## src/rtl/pcsb_pkg.sv

```systemverilog
// Shared constants, types and tables of the point cloud scan binning block.
package pcsb_pkg;

    localparam int NUM_BINS     = 1024;
    localparam int CORDIC_STEPS = 16;
    localparam int ISQRT_STEPS  = 16;
    localparam int DIV_STEPS    = 16;
    localparam int ATAN_ENTRIES = 24;

    localparam int IDX_W      = (NUM_BINS > 1) ? $clog2(NUM_BINS) : 1;
    localparam int CALC_STEPS = (CORDIC_STEPS > ISQRT_STEPS) ? CORDIC_STEPS : ISQRT_STEPS;
    localparam int CNT_W      = (IDX_W > 5) ? IDX_W : 5;
    localparam int CX_W       = 20;
    localparam int Z_W        = 26;

    localparam logic signed [Z_W-1:0] HALF_TURN = Z_W'(8388608);

    localparam logic [1:0] FUNC_CLEAR = 2'd0;
    localparam logic [1:0] FUNC_ADD   = 2'd1;
    localparam logic [1:0] FUNC_READ  = 2'd2;

    localparam logic [1:0] STS_DONE    = 2'd0;
    localparam logic [1:0] STS_INVALID = 2'd1;
    localparam logic [1:0] STS_HEIGHT  = 2'd2;
    localparam logic [1:0] STS_READ    = 2'd3;

    localparam logic [1:0] REG_Z_LOW       = 2'd0;
    localparam logic [1:0] REG_Z_HIGH      = 2'd1;
    localparam logic [1:0] REG_RANGE_LIMIT = 2'd2;
    localparam logic [1:0] REG_BIN_WIDTH   = 2'd3;

    typedef struct packed {
        logic signed [15:0] z_low;
        logic signed [15:0] z_high;
        logic [15:0]        range_limit;
        logic [15:0]        bin_width;
    } t_cfg;

    typedef struct packed {
        logic             start;
        logic             calc;
        logic             div_init;
        logic             div_step;
        logic             idx_ld;
        logic             mem_rd;
        logic             upd;
        logic             rd_res;
        logic             clr_wr;
        logic             ld_out;
        logic [1:0]       status;
        logic [CNT_W-1:0] cnt;
    } t_dp_cmd;

    typedef struct packed {
        logic invalid;
        logic out_of_band;
    } t_dp_sts;

    // atan(2^-i) in units of 2^-24 turn
    function automatic logic signed [Z_W-1:0] atan_lut(input logic [4:0] i);
        logic signed [Z_W-1:0] v;
        case (i)
            5'd0:  v = Z_W'(2097152);
            5'd1:  v = Z_W'(1238021);
            5'd2:  v = Z_W'(654136);
            5'd3:  v = Z_W'(332050);
            5'd4:  v = Z_W'(166669);
            5'd5:  v = Z_W'(83416);
            5'd6:  v = Z_W'(41718);
            5'd7:  v = Z_W'(20860);
            5'd8:  v = Z_W'(10430);
            5'd9:  v = Z_W'(5215);
            5'd10: v = Z_W'(2608);
            5'd11: v = Z_W'(1304);
            5'd12: v = Z_W'(652);
            5'd13: v = Z_W'(326);
            5'd14: v = Z_W'(163);
            5'd15: v = Z_W'(81);
            5'd16: v = Z_W'(41);
            5'd17: v = Z_W'(20);
            5'd18: v = Z_W'(10);
            5'd19: v = Z_W'(5);
            5'd20: v = Z_W'(3);
            5'd21: v = Z_W'(1);
            5'd22: v = Z_W'(1);
            default: v = '0;
        endcase
        return v;
    endfunction

endpackage

```

## src/rtl/pcsb_regs.sv

```systemverilog
// Configuration register bank with APB-style access.
module pcsb_regs (
    input  logic                 i_clk,
    input  logic                 i_rst_n,
    input  logic                 psel,
    input  logic                 penable,
    input  logic                 pwrite,
    input  logic [3:0]           paddr,
    input  logic [31:0]          pwdata,
    output logic [31:0]          prdata,
    output logic                 pready,
    output pcsb_pkg::t_cfg       o_cfg
);
    import pcsb_pkg::*;

    t_cfg r_cfg;
    logic wr_en;

    assign wr_en  = psel && penable && pwrite;
    assign pready = 1'b1;
    assign o_cfg  = r_cfg;

    always_ff @(posedge i_clk) begin
        if (!i_rst_n) begin
            r_cfg.z_low       <= 16'sh8000;
            r_cfg.z_high      <= 16'sh7FFF;
            r_cfg.range_limit <= 16'd65534;
            r_cfg.bin_width   <= 16'd64;
        end else if (wr_en) begin
            unique case (paddr[3:2])
                REG_Z_LOW:       r_cfg.z_low       <= pwdata[15:0];
                REG_Z_HIGH:      r_cfg.z_high      <= pwdata[15:0];
                REG_RANGE_LIMIT: r_cfg.range_limit <= pwdata[15:0];
                default:         r_cfg.bin_width   <= pwdata[15:0];
            endcase
        end
    end

    always_comb begin
        unique case (paddr[3:2])
            REG_Z_LOW:       prdata = {16'd0, r_cfg.z_low};
            REG_Z_HIGH:      prdata = {16'd0, r_cfg.z_high};
            REG_RANGE_LIMIT: prdata = {16'd0, r_cfg.range_limit};
            default:         prdata = {16'd0, r_cfg.bin_width};
        endcase
    end

endmodule

```

## config.mk

```make
export PLATFORM = sky130hd
export DESIGN_NAME = pcsb_regs
export DESIGN_NICKNAME = d
export VERILOG_FILES = /design/src/rtl/pcsb_pkg.sv /design/src/rtl/pcsb_regs.sv
export SDC_FILE = /design/constraint.sdc
export NUM_CORES = 1
export LEC_CHECK = 0
export BUFFER_PORTS_ARGS = -buffer_cell sky130_fd_sc_hd__buf_2
export CAP_MARGIN = 10
export CORE_ASPECT_RATIO = 1.2
export CORE_UTILIZATION = 47
export CTS_CLUSTER_SIZE = 16
export DETAILED_ROUTE_END_ITERATION = 10
export GPL_TIMING_DRIVEN = 0
export MAX_ROUTING_LAYER = met4
export PLACE_DENSITY = 0.79
export SLEW_MARGIN = 20
export SYNTH_ARGS = -nofsm -noshare
export SYNTH_HDL_FRONTEND = slang
export SYNTH_SLANG_ARGS = --single-unit
```

## constraint.sdc

```tcl
create_clock -name i_clk -period 3.1 [get_ports i_clk]
set_input_delay 0.465 -clock i_clk [delete_from_list [all_inputs] [get_ports i_clk]]
set_output_delay 0.465 -clock i_clk [all_outputs]
set_load 0.01 [all_outputs]
```

**Word level (Yosys, flattened, before mapping)**

Cells that the tools add are included.

- Output and inout bits: 97
- Input bits: 41
- Register bits: 64

- Bitwise gates (word level): 1
- Eq/ne operators: 2
- Reductions and logical operators: 8
- Muxes and demuxes: 1

Operators with widths:

| kind | count |
|---|---|
| $pmux W16 S3 | 1 |
| $reduce_and A2 Y1 | 4 |
| $reduce_or A3 Y1 | 1 |
| $eq A2 B1 Y1 const B | 1 |
| $eq A2 B2 Y1 const B | 1 |
| $logic_and A1 B1 Y1 | 2 |
| $logic_not A2 Y1 | 1 |
| $not A1 Y1 | 1 |

**Logic depth before layout (Yosys ltp)**

- Depth in word-level cells: 4
- Mapped depth: 5
- Mapped depth without buffers: 3

**Worst setup path after synthesis**

OpenSTA, ideal clock, no wires.

- Path kind: input to output
- From: input port paddr[3]
- To: output port prdata[10]
- Cell stages on the path: 3
- Slack: 1.340 ns
- Arrival time: 1.295 ns
- Data required time: 2.635 ns
- Cells stage by stage: buf_6 -> buf_6 -> mux4_2

- Cells in the longest elaborated chain, start to end: 2
- Elaborated cells on any way between the ends: 4
- Classes of those cells: 2 x eq/ne; 1 x mux; 1 x reduce/logical

Ends and longest elaborated chain:

| what | line | RTL |
|---|---|---|
| start: declaration | pcsb_regs.sv:8 | `input logic [3:0] paddr,` |
| $eq A2 B2 Y1, or another cell as far along | pcsb_regs.sv:40 | `unique case (paddr[3:2])` |
| $pmux W16 S3 (*) | pcsb_regs.sv:40 |  |
| end: declaration | pcsb_regs.sv:10 | `output logic [31:0] prdata,` |

Every way passes the cells marked *; elsewhere a longest branch is shown, timed or not.

**Final worst setup path**

- From: input port paddr[3]
- To: output port prdata[6]

Same word-level chain as after synthesis.

==> metrics <==
1st-iter DRT viols 95; CTS resizes 0; critical path fanouts, max 10; distinct cell type count after synthesis 18; Setup CP Type input pin to primary output; Seq/Total Area, Yosys 0.408; end of the worst register-to-register path o_cfg[35]$_SDFFE_PN1P_; share of layout cells above drive strength 1 0.376; crit path DAT 1670 ps; Seq cells post-synth 64; CP Launch Type input pin; Slew HR 0.599; top cells by area, synth dfxtp_1 41%, mux2i_1 20%, nor2b_1 9.6%; CTS tree yes; Routed WL 8040 um; antenna violations before repair 0; Rows 32; Root Driver clkbuf_8; DRT Pass-1 Iters 4; max_cap viols 0; area of the die 7020 um^2; Synth Warn # 0; Pins Over Slew Limit 0; setup bufs post-CTS 0; critical path endpoint category primary output; via count 2521; Synth top area share 0.408; Hold Vio Cnt, Final 0; Clock Tree Buf Depth 2; hold-fix buffers at CTS 0; Final Setup Violations 0; final layout net count 453; TNS Setup 0 ps; Area Growth Syn to Fin 27.6%; Post-DP Area 3810 um^2; WL per Instance 16.0 um; Via density 5.02; max reg flops 64; Num CTS Buffers 9; Routed Antenna Nets 0; routability cong. 0.785; Worst Path Required 2630 ps; hold path endpoint o_cfg[54]$_SDFFE_PN0P_; H-tree levels 3; hpwl dp 5800 um; largest net degree at the start of global routing 11; fin crit period 2130 ps; Syn Area/Cell 11.0 um^2; hold crit path type input pin to flip-flop; unrepaired setup endpoints after global routing no; reg2reg start o_cfg[35]$_SDFFE_PN1P_; vias in the first global route 2447; Starting Density 0.487; status completed; R2R cell count 2; diode count 0; skew final 0 ps; gr usage total 0.236; worst skew pair latency 330 ps; r2r setup slk 2410 ps; power density over cell area 445 nW/um^2; Chip Width 76.6 um; crit share post-route 0.688; Overflow after GRT 0; leading area contributor after synthesis dfxtp_1; core area 6450 um^2; I/O pin cnt 138; cell area after layout 4010 um^2; clock-pin slew on the worst setup and hold paths 60 ps; Pwr Total 1780 uW; number of buffers added on ports 101; Pleak 0.00191 uW; Fmax 469 MHz; synthesized cell area 3140 um^2; Residual DRC 0; peak supply drop 335 uV; Hold Path Origin pwdata[6]; first-pass GRT wire length 12200 um; Die Ht 91.6 um; Synth Instances 285; Worst-Margin Slew 602 ps; CTS sink count 64; hold depth 3
[area by class of cell]
cell class                 instances  area (um^2)
sequential                        64         1280
buffer                            37          277
fill                             547         2440
clock inverter                     3         40.0
multi-input combinational        199         1640
tap                               85          106
clock buffer                      13          159
timing repair buffer             101          505
[cell families (layout without fill, tap and decap cells)]
logic type / after synthesis / in the layout / share of synthesized area
buffers and inverters: 37 / 154 / 0.0880
DFF: 64 / 64 / 0.408
other: 2 / 17 / 0.00239
muxes: 80 / 80 / 0.328
and+or+nand+nor: 102 / 102 / 0.174
[power breakdown]
part           total [uW]  internal [uW]  leakage [uW]  switching, uW
clock network         720            413      0.000103            307
logic                 222            107       0.00129            115
registers             841            833      0.000518           7.96
total                1780           1350       0.00191            429
[worst max-delay path: stages]
cell and delay, ps:
buf_2 140, buf_6 200, buf_6 210, mux4_2 510, buf_2 150
[synth_stat cells]
cell type,n
buf_8,1
mux4_1,8
nor3b_2,1
mux2i_1,64
mux4_2,8
nor3_4,1
clkbuf_1,6
dfxtp_1,64
nand3b_1,1
nand3_1,1
and3_1,1
nand3_4,1
buf_2,5
buf_6,7
conb_1,2
nor2b_1,48
nand2_1,48
buf_4,18
[how the worst max path moves through the flow]
stage               startpoint         end  slack [ps]
floorplan             paddr[3]  prdata[10]        1340
global placement      paddr[3]   prdata[7]         970
detailed placement    paddr[3]   prdata[6]         960
CTS                   paddr[3]   prdata[6]         960
global route          paddr[3]   prdata[9]         930
finish                paddr[3]   prdata[6]         970
[per-layer routing]
metal | wire length, um | share of wire | GRT usage | vias to the layer above
met1 | 3210 | 0.40 | 0.270 | 1221
met2 | 4150 | 0.52 | 0.405 | 93
met3 | 528 | 0.066 | 0.0442 | 16
met4 | 152 | 0.019 | 0.0978 | 0
met5 | 0 | 0 | - | -
li1 | - | - | - | 1191
[through the flow]
stage / hold WS (ps) / util / std cells / worst slack, ps
2_1_floorplan: 487 / - / 300 / 1340
3_3_place_gp: 457 / 0.591 / 486 / 973
3_5_place_dp: 467 / 0.591 / 486 / 963
4_1_cts: 402 / 0.622 / 502 / 963
5_1_grt: 409 / 0.622 / 502 / 930
6_report: 404 / 0.622 / 502 / 967
[placed cells by master (no fill, tap or decap), drive strengths merged]
cell,Yosys,final
buf,31,132
mux2i,64,64
dfxtp,64,64
nand2,48,48
nor2b,48,48
clkbuf,6,19
conb,2,17
mux4,16,16
clkinv,0,2
nand3,2,2
nor3,1,1
nor3b,1,1
and3,1,1
nand3b,1,1
bufinv,0,1
(Power assumes the default switching activity.)
