**src/rtl/pcsb_pkg.sv**
```systemverilog
// Shared constants, types and tables of the point cloud scan binning block.
package pcsb_pkg;

    localparam int NUM_BINS     = 1024;
    localparam int CORDIC_STEPS = 16;
    localparam int ISQRT_STEPS  = 16;
    localparam int DIV_STEPS    = 16;
    localparam int ATAN_ENTRIES = 24;

    localparam int IDX_W      = (NUM_BINS > 1) ? $clog2(NUM_BINS) : 1;
    localparam int CALC_STEPS = (CORDIC_STEPS > ISQRT_STEPS) ? CORDIC_STEPS : ISQRT_STEPS;
    localparam int CNT_W      = (IDX_W > 5) ? IDX_W : 5;
    localparam int CX_W       = 20;
    localparam int Z_W        = 26;

    localparam logic signed [Z_W-1:0] HALF_TURN = Z_W'(8388608);

    localparam logic [1:0] FUNC_CLEAR = 2'd0;
    localparam logic [1:0] FUNC_ADD   = 2'd1;
    localparam logic [1:0] FUNC_READ  = 2'd2;

    localparam logic [1:0] STS_DONE    = 2'd0;
    localparam logic [1:0] STS_INVALID = 2'd1;
    localparam logic [1:0] STS_HEIGHT  = 2'd2;
    localparam logic [1:0] STS_READ    = 2'd3;

    localparam logic [1:0] REG_Z_LOW       = 2'd0;
    localparam logic [1:0] REG_Z_HIGH      = 2'd1;
    localparam logic [1:0] REG_RANGE_LIMIT = 2'd2;
    localparam logic [1:0] REG_BIN_WIDTH   = 2'd3;

    typedef struct packed {
        logic signed [15:0] z_low;
        logic signed [15:0] z_high;
        logic [15:0]        range_limit;
        logic [15:0]        bin_width;
    } t_cfg;

    typedef struct packed {
        logic             start;
        logic             calc;
        logic             div_init;
        logic             div_step;
        logic             idx_ld;
        logic             mem_rd;
        logic             upd;
        logic             rd_res;
        logic             clr_wr;
        logic             ld_out;
        logic [1:0]       status;
        logic [CNT_W-1:0] cnt;
    } t_dp_cmd;

    typedef struct packed {
        logic invalid;
        logic out_of_band;
    } t_dp_sts;

    // atan(2^-i) in units of 2^-24 turn
    function automatic logic signed [Z_W-1:0] atan_lut(input logic [4:0] i);
        logic signed [Z_W-1:0] v;
        case (i)
            5'd0:  v = Z_W'(2097152);
            5'd1:  v = Z_W'(1238021);
            5'd2:  v = Z_W'(654136);
            5'd3:  v = Z_W'(332050);
            5'd4:  v = Z_W'(166669);
            5'd5:  v = Z_W'(83416);
            5'd6:  v = Z_W'(41718);
            5'd7:  v = Z_W'(20860);
            5'd8:  v = Z_W'(10430);
            5'd9:  v = Z_W'(5215);
            5'd10: v = Z_W'(2608);
            5'd11: v = Z_W'(1304);
            5'd12: v = Z_W'(652);
            5'd13: v = Z_W'(326);
            5'd14: v = Z_W'(163);
            5'd15: v = Z_W'(81);
            5'd16: v = Z_W'(41);
            5'd17: v = Z_W'(20);
            5'd18: v = Z_W'(10);
            5'd19: v = Z_W'(5);
            5'd20: v = Z_W'(3);
            5'd21: v = Z_W'(1);
            5'd22: v = Z_W'(1);
            default: v = '0;
        endcase
        return v;
    endfunction

endpackage

```
**src/rtl/pcsb_ctrl.sv**
```systemverilog
// Controller state machine: sequences clear sweep, point update and bin read.
module pcsb_ctrl (
    input  logic                 i_clk,
    input  logic                 i_rst_n,
    input  logic                 i_valid,
    output logic                 o_ready,
    input  logic [1:0]           i_func,
    output logic                 o_valid,
    input  logic                 i_ready,
    input  pcsb_pkg::t_dp_sts    i_sts,
    output pcsb_pkg::t_dp_cmd    o_cmd
);
    import pcsb_pkg::*;

    localparam logic [3:0] S_CLEAR = 4'd0;
    localparam logic [3:0] S_IDLE  = 4'd1;
    localparam logic [3:0] S_CALC  = 4'd2;
    localparam logic [3:0] S_ANG   = 4'd3;
    localparam logic [3:0] S_DIV   = 4'd4;
    localparam logic [3:0] S_IDX   = 4'd5;
    localparam logic [3:0] S_RD    = 4'd6;
    localparam logic [3:0] S_UPD   = 4'd7;
    localparam logic [3:0] S_DONE  = 4'd8;

    logic [3:0]       r_state, n_state;
    logic [CNT_W-1:0] r_cnt, n_cnt;
    logic             r_is_add, n_is_add;
    logic [1:0]       r_status, n_status;
    logic             r_clr_item, n_clr_item;
    logic             r_out_valid, n_out_valid;
    logic             out_free;

    assign o_ready  = (r_state == S_IDLE);
    assign o_valid  = r_out_valid;
    assign out_free = !r_out_valid || i_ready;

    always_comb begin
        n_state    = r_state;
        n_cnt      = r_cnt;
        n_is_add   = r_is_add;
        n_status   = r_status;
        n_clr_item = r_clr_item;
        o_cmd        = '0;
        o_cmd.cnt    = r_cnt;
        o_cmd.status = r_status;
        unique case (r_state)
            S_CLEAR: begin
                o_cmd.clr_wr = 1'b1;
                if (r_cnt == CNT_W'(NUM_BINS - 1)) begin
                    n_cnt   = '0;
                    n_state = r_clr_item ? S_DONE : S_IDLE;
                end else begin
                    n_cnt = r_cnt + 1'b1;
                end
            end
            S_IDLE: begin
                if (i_valid) begin
                    o_cmd.start = 1'b1;
                    n_cnt       = '0;
                    n_is_add    = (i_func == FUNC_ADD);
                    unique case (i_func)
                        FUNC_CLEAR: begin
                            n_status   = STS_DONE;
                            n_clr_item = 1'b1;
                            n_state    = S_CLEAR;
                        end
                        FUNC_ADD: begin
                            if (i_sts.invalid) begin
                                n_status = STS_INVALID;
                                n_state  = S_DONE;
                            end else if (i_sts.out_of_band) begin
                                n_status = STS_HEIGHT;
                                n_state  = S_DONE;
                            end else begin
                                n_status = STS_DONE;
                                n_state  = S_CALC;
                            end
                        end
                        FUNC_READ: begin
                            n_status = STS_READ;
                            n_state  = S_RD;
                        end
                        default: begin
                            n_status = STS_DONE;
                            n_state  = S_DONE;
                        end
                    endcase
                end
            end
            S_CALC: begin
                o_cmd.calc = 1'b1;
                if (r_cnt == CNT_W'(CALC_STEPS - 1)) begin
                    n_cnt   = '0;
                    n_state = S_ANG;
                end else begin
                    n_cnt = r_cnt + 1'b1;
                end
            end
            S_ANG: begin
                o_cmd.div_init = 1'b1;
                n_state        = S_DIV;
            end
            S_DIV: begin
                o_cmd.div_step = 1'b1;
                if (r_cnt == CNT_W'(DIV_STEPS - 1)) begin
                    n_cnt   = '0;
                    n_state = S_IDX;
                end else begin
                    n_cnt = r_cnt + 1'b1;
                end
            end
            S_IDX: begin
                o_cmd.idx_ld = 1'b1;
                n_state      = S_RD;
            end
            S_RD: begin
                o_cmd.mem_rd = 1'b1;
                n_state      = S_UPD;
            end
            S_UPD: begin
                o_cmd.upd    = r_is_add;
                o_cmd.rd_res = !r_is_add;
                n_state      = S_DONE;
            end
            S_DONE: begin
                // hold the finished item until the output register frees up
                if (out_free) begin
                    o_cmd.ld_out = 1'b1;
                    n_clr_item   = 1'b0;
                    n_state      = S_IDLE;
                end
            end
            default: n_state = S_IDLE;
        endcase
    end

    always_comb begin
        n_out_valid = r_out_valid && !i_ready;
        if (o_cmd.ld_out)
            n_out_valid = 1'b1;
    end

    always_ff @(posedge i_clk) begin
        if (!i_rst_n) begin
            r_state     <= S_CLEAR;
            r_cnt       <= '0;
            r_is_add    <= 1'b0;
            r_status    <= STS_DONE;
            r_clr_item  <= 1'b0;
            r_out_valid <= 1'b0;
        end else begin
            r_state     <= n_state;
            r_cnt       <= n_cnt;
            r_is_add    <= n_is_add;
            r_status    <= n_status;
            r_clr_item  <= n_clr_item;
            r_out_valid <= n_out_valid;
        end
    end

endmodule
```
**config.mk**
```make
export PLATFORM = sky130hd
export DESIGN_NAME = pcsb_ctrl
export DESIGN_NICKNAME = d
export VERILOG_FILES = /design/src/rtl/pcsb_pkg.sv /design/src/rtl/pcsb_ctrl.sv
export SDC_FILE = /design/constraint.sdc
export NUM_CORES = 1
export LEC_CHECK = 0
export BUFFER_PORTS_ARGS = -buffer_cell sky130_fd_sc_hd__buf_4
export CAP_MARGIN = 20
export CORE_MARGIN = 2
export CORE_UTILIZATION = 56
export DETAILED_ROUTE_END_ITERATION = 16
export PLACE_DENSITY = 0.84
export SLEW_MARGIN = 25
export SYNTH_ARGS = -nofsm -noshare
export SYNTH_HDL_FRONTEND = slang
export SYNTH_SLANG_ARGS = --single-unit
```
**constraint.sdc**
```tcl
create_clock -name i_clk -period 2.87 [get_ports i_clk]
set_clock_uncertainty 0.05 [all_clocks]
set_input_delay 0.287 -clock i_clk [delete_from_list [all_inputs] [get_ports i_clk]]
set_output_delay 0.287 -clock i_clk [all_outputs]
set_load 0.005 [all_outputs]
```
* Word level (Yosys, flattened, before mapping)
Cells that the tools add are included.
** Word-level totals
- Word-level logic and storage cells :: 72
- Output and inout port bits :: 24
- Register bits after elaboration :: 19
** Cells by class
- Reduce and logical (&&, ||, !) cells :: 14
- $add $sub $neg :: 1
- Eq/ne operators :: 18
- Multiplexer cells :: 33
** Operators by type and width (count)
- 4-bit one-hot mux with 9 select lines :: 1
- 4-bit two-way mux :: 8
- 10-bit two-way mux :: 3
- 10-bit one-hot mux with 3 select lines :: 1
- 4-bit by 3-bit equality test with 1-bit output (second input constant) :: 4
- 1-bit two-way mux :: 14
- 4-bit one-hot mux with 3 select lines :: 1
- 10-bit by 1-bit adder with 10-bit output (second input constant) :: 1
- 10-bit equality test (second input constant) :: 1
- 10-bit by 4-bit equality test with 1-bit output (second input constant) :: 1
- 2-bit != test (second input constant) :: 5
- 4-bit by 2-bit equality test with 1-bit output (second input constant) :: 2
- 2-bit two-way mux :: 3
- 5-bit AND reduction :: 1
- 4-bit by 1-bit equality test with 1-bit output (second input constant) :: 1
- 4-bit equality test (second input constant) :: 1
- 4-bit logical NOT :: 1
- 2-bit one-hot mux with 2 select lines :: 1
- 2-bit AND reduction :: 2
- 4-bit AND reduction :: 1
- 1-bit logical NOT :: 3
- 3-bit nonzero test :: 1
- 2-bit by 1-bit equality test with 1-bit output (second input constant) :: 1
- 2-bit equality test (second input constant) :: 1
- 7 further kinds :: 7

* Longest topological paths before layout
- Depth in word-level cells :: 5
- Gate-level depth with buffers :: 6
- Gate-level depth less buffers :: 6

* Worst setup path before layout
Ideal clock, no wire load.
- Path type :: register -> register
- Start :: reg r_cnt[4]
- End :: reg r_cnt[0]
- Path buffers :: 0
- Path slack :: 0.944 ns
- Library setup time :: 0.128 ns
- Arrival :: 1.748 ns
- Period minus slack after synthesis :: 1.926 ns
- Stages on the path, launching flop included :: 5
- Path through :: dfxtp_1 -> or4_4 -> or4_4 -> a32oi_4 -> a21oi_1
** On the way
- Longest elaborated chain between the ends :: 3
** RTL lines
- from (decl) :: line pcsb_ctrl.sv:26 : logic [CNT_W-1:0] r_cnt, n_cnt;
- from (signal assigned) :: line pcsb_ctrl.sv:153 : r_cnt <= n_cnt;
- 10-bit by 4-bit equality test with 1-bit output or 10-bit equality test (tied branches) :: line pcsb_ctrl.sv:92, pcsb_ctrl.sv:105, pcsb_ctrl.sv:49
- 10-bit two-way mux, on equally long branches :: line pcsb_ctrl.sv:92, pcsb_ctrl.sv:105, pcsb_ctrl.sv:49
- 10-bit one-hot mux with 3 select lines * :: line pcsb_ctrl.sv:46 : unique case (r_state)
Every way passes the cells marked *; elsewhere a longest branch is shown, timed or not.
A chain may end at the register's enable or synchronous reset.

==> metrics.txt <==
first-pass GRT wire length=5020 um; CP cell instances=nand2b_1 -> or3b_2 -> inv_1 -> buf_4; Crit Path Category=reg2out; status=complete, no violations; Syn Inst Count=141; post-route minimum period=2.22 ns; worst r2r dst=r_cnt[0]; Min-Delay Endpoint=r_state[3]; initial antenna violation count=0; CP max stage cell=dfxtp_1; Die W=50.9 um; overall routing resource usage=25.2%; Core Area=2020 um^2; met1 Use GR=33.4%; worst skew pair latency=0.31 ns; die span in y=50.9 um; Pwr Total=466 uW; # DRC=0; Max Freq=451 MHz; Slew Limit Headroom=53.1%; Post-CTS Hold Buffers=0; CTS tree=built; post-route ant nets=0; area of the multi-input gates=792 um^2; PortBufs=31; fraction of layout cells with a size suffix above 1=27.6%; root buf cell=clkbuf_4; worst hold path class=in2reg; die area=2590 um^2; I/O Pins=32; max-cap viol count=0; crit path buf inv count=2; WL per Instance=15.6 um; final slew viol count=0; clk slew on worst S/H paths=0.12 ns; EDFF count, synth=0; R2R Path Start=r_state[1]; slowest stage delay, CP=0.69 ns; post_cts resized=0; vias per cell=6.23; worst path required time=2.53 ns; final global-route overflow total=0; starting density of the core=60.8%; final setup fails=0; Final nets=184; Initial DRC Count=31; grt peak-use layer=met2; P_leak=0.618 nW; number of global-route vias before repair=1,103; Synth warnings=0; peak supply drop=0.296 mV; Post-DP Area=1470 um^2; Antenna diodes=0; Total Wirelength=3070 um; setup repair bufs after CTS=0; vias=1,228; Hold Startpoint=i_ready; async set-or-reset flop fraction in the synthesized netlist=0%; post-route clock period utilization=77.3%; Least-Margin Pin Slew=0.701 ns; GPL Wtd Cong=0.832; final hold viol count=0; R2R Setup Slk=0.74 ns; Distinct cells, synth=47; area grow syn2layout=22.0%; unrepaired setup endpoints after global routing=false; Avg Inst Size Synth=8.72 um^2; Hold Crit Depth=4; R2R cell count=4; Crit. End Element=output port; Max clock buf depth=2; Startpoint Class=flip-flop; global routing usage on met2=41.7%; Synth Register Bits=19; cts bufs inserted=3; cell area after synthesis=1230 um^2; register area share after synthesis=30.9%; # rows=16; Design Area, Final=1500 um^2; Pwr Density=311 nW/um^2; cell family with most CP delay=simple AND/OR/NAND/NOR gates; dpl hpwl=2290 um; Syn Nets=154; largest net degree at the start of global routing=18; H-tree depth=1; area occupied by registers=380 um^2; clock sink count=19; First-pass DRT Iterations=4; # fillers=151; Worst EP arrival=1.88 ns; met3 Track Usage GR=3.22%; ys flop type=dfxtp_1; Final TNS setup=0 ns; Worst Path Max Fanout=16
[logic make-up (layout without fill, tap and decap cells)]
group | count (synthesis) | in the layout | synth area share [%]
flops | 19 | 19 | 30.9
buf+inv | 13 | 42 | 4.68
simple gates | 51 | 51 | 26.5
fa+ha+maj | 5 | 5 | 5.09
mux | 1 | 1 | 0.814
compound gates | 43 | 43 | 25.6
xor+xnor | 9 | 9 | 6.41
[through the flow]
| step | setup slack [ns] | util, % | cells | hold slack (ns) |
|---|---|---|---|---|
| final | 0.651 | 74.2 | 197 | 0.220 |
| after detailed placement | 0.797 | 72.8 | 193 | 0.417 |
| after floorplan | 0.944 | - | 141 | 0.407 |
| after CTS | 0.663 | 74.2 | 197 | 0.221 |
| after global routing | 0.537 | 74.2 | 197 | 0.235 |
| after global placement | 0.889 | 72.8 | 193 | 0.403 |
[layer usage]
layer | up-vias | share of wire [%]
met3 | 7 | 4.2
li1 | 595 | -
met2 | 37 | 49
met4 | 0 | 2.2
met1 | 589 | 45
met5 | - | 0
[synth_stat cells, drive strengths merged, types with 2 or more instances]
master / count / area (um^2)
and4: 2 / 18.8
nor3: 6 / 30.0
nand2: 9 / 33.8
nor3b: 2 / 15.0
nand2b: 3 / 18.8
xor2: 8 / 70.1
ha: 5 / 62.6
a21boi: 4 / 30.0
nor2b: 3 / 18.8
buf: 2 / 16.3
o21a: 2 / 15.0
or4: 2 / 22.5
clkbuf: 6 / 22.5
o2111ai: 5 / 43.8
o211ai: 3 / 22.5
a31oi: 3 / 18.8
nor4: 2 / 12.5
nor4b: 4 / 47.6
o21ai: 5 / 25.0
and3: 2 / 13.8
inv: 5 / 18.8
dfxtp: 19 / 380
or3b: 2 / 17.5
a21oi: 12 / 60.1
nor2: 6 / 22.5
nand3: 2 / 10.0
[flip-flops by register name (all words and copies together) (netlist names)]
| register | flops |
|---|---|
| r_cnt | 10 |
| r_state | 4 |
| r_status | 2 |
| o_valid | 1 |
| r_clr_item | 1 |
| r_is_add | 1 |
[worst register-to-register path, cell delays in order, from the launching register on]
cell and delay (ns):
dfxtp_1 0.50, nor4b_2 0.73, nor2_1 0.26, nand2_1 0.34, a21oi_1 0.14
[cells in the final DEF (no fill, tap or decap), drive strengths merged, types with 2 or more instances in the layout]
cell type / n
nor3b: 2
nor2b: 3
nor4b: 4
or4: 2
nor3: 6
inv: 5
dfxtp: 19
nand2: 9
buf: 33
a21oi: 12
ha: 5
or3b: 2
nand3: 2
nor4: 2
and4: 2
a21boi: 4
xor2: 8
o21ai: 5
o211ai: 3
o21a: 2
nand2b: 3
o2111ai: 5
nor2: 6
clkbuf: 3
and3: 2
a31oi: 3
[worst max-delay path by stage]
stage | slack [ns] | depth (start not counted) | end | start
2_1_floorplan | 0.94 | 4 | r_cnt[0] | r_cnt[4]
3_3_place_gp | 0.89 | 4 | r_cnt[7] | r_cnt[4]
3_5_place_dp | 0.80 | 4 | r_cnt[0] | r_cnt[4]
4_1_cts | 0.66 | 4 | o_cmd[17] | r_state[2]
5_1_grt | 0.54 | 4 | o_cmd[17] | r_state[2]
6_report | 0.65 | 4 | o_cmd[17] | r_state[2]
[cell type report]
cell class	instances	area share [%]
timing repair buffer	33	16.5
clock inverter	1	0.334
inverter	5	1.25
tap	27	2.25
clock buffer	3	1.50
sequential	19	25.4
multi-input combinational	109	52.8
[power breakdown]
part | internal, mW | total [mW] | switching [mW]
sequential | 0.268 | 0.274 | 0.00579
clock | 0.0521 | 0.143 | 0.0910
combinational | 0.0243 | 0.0492 | 0.0249
total | 0.344 | 0.466 | 0.122
(Power assumes the default switching activity.)
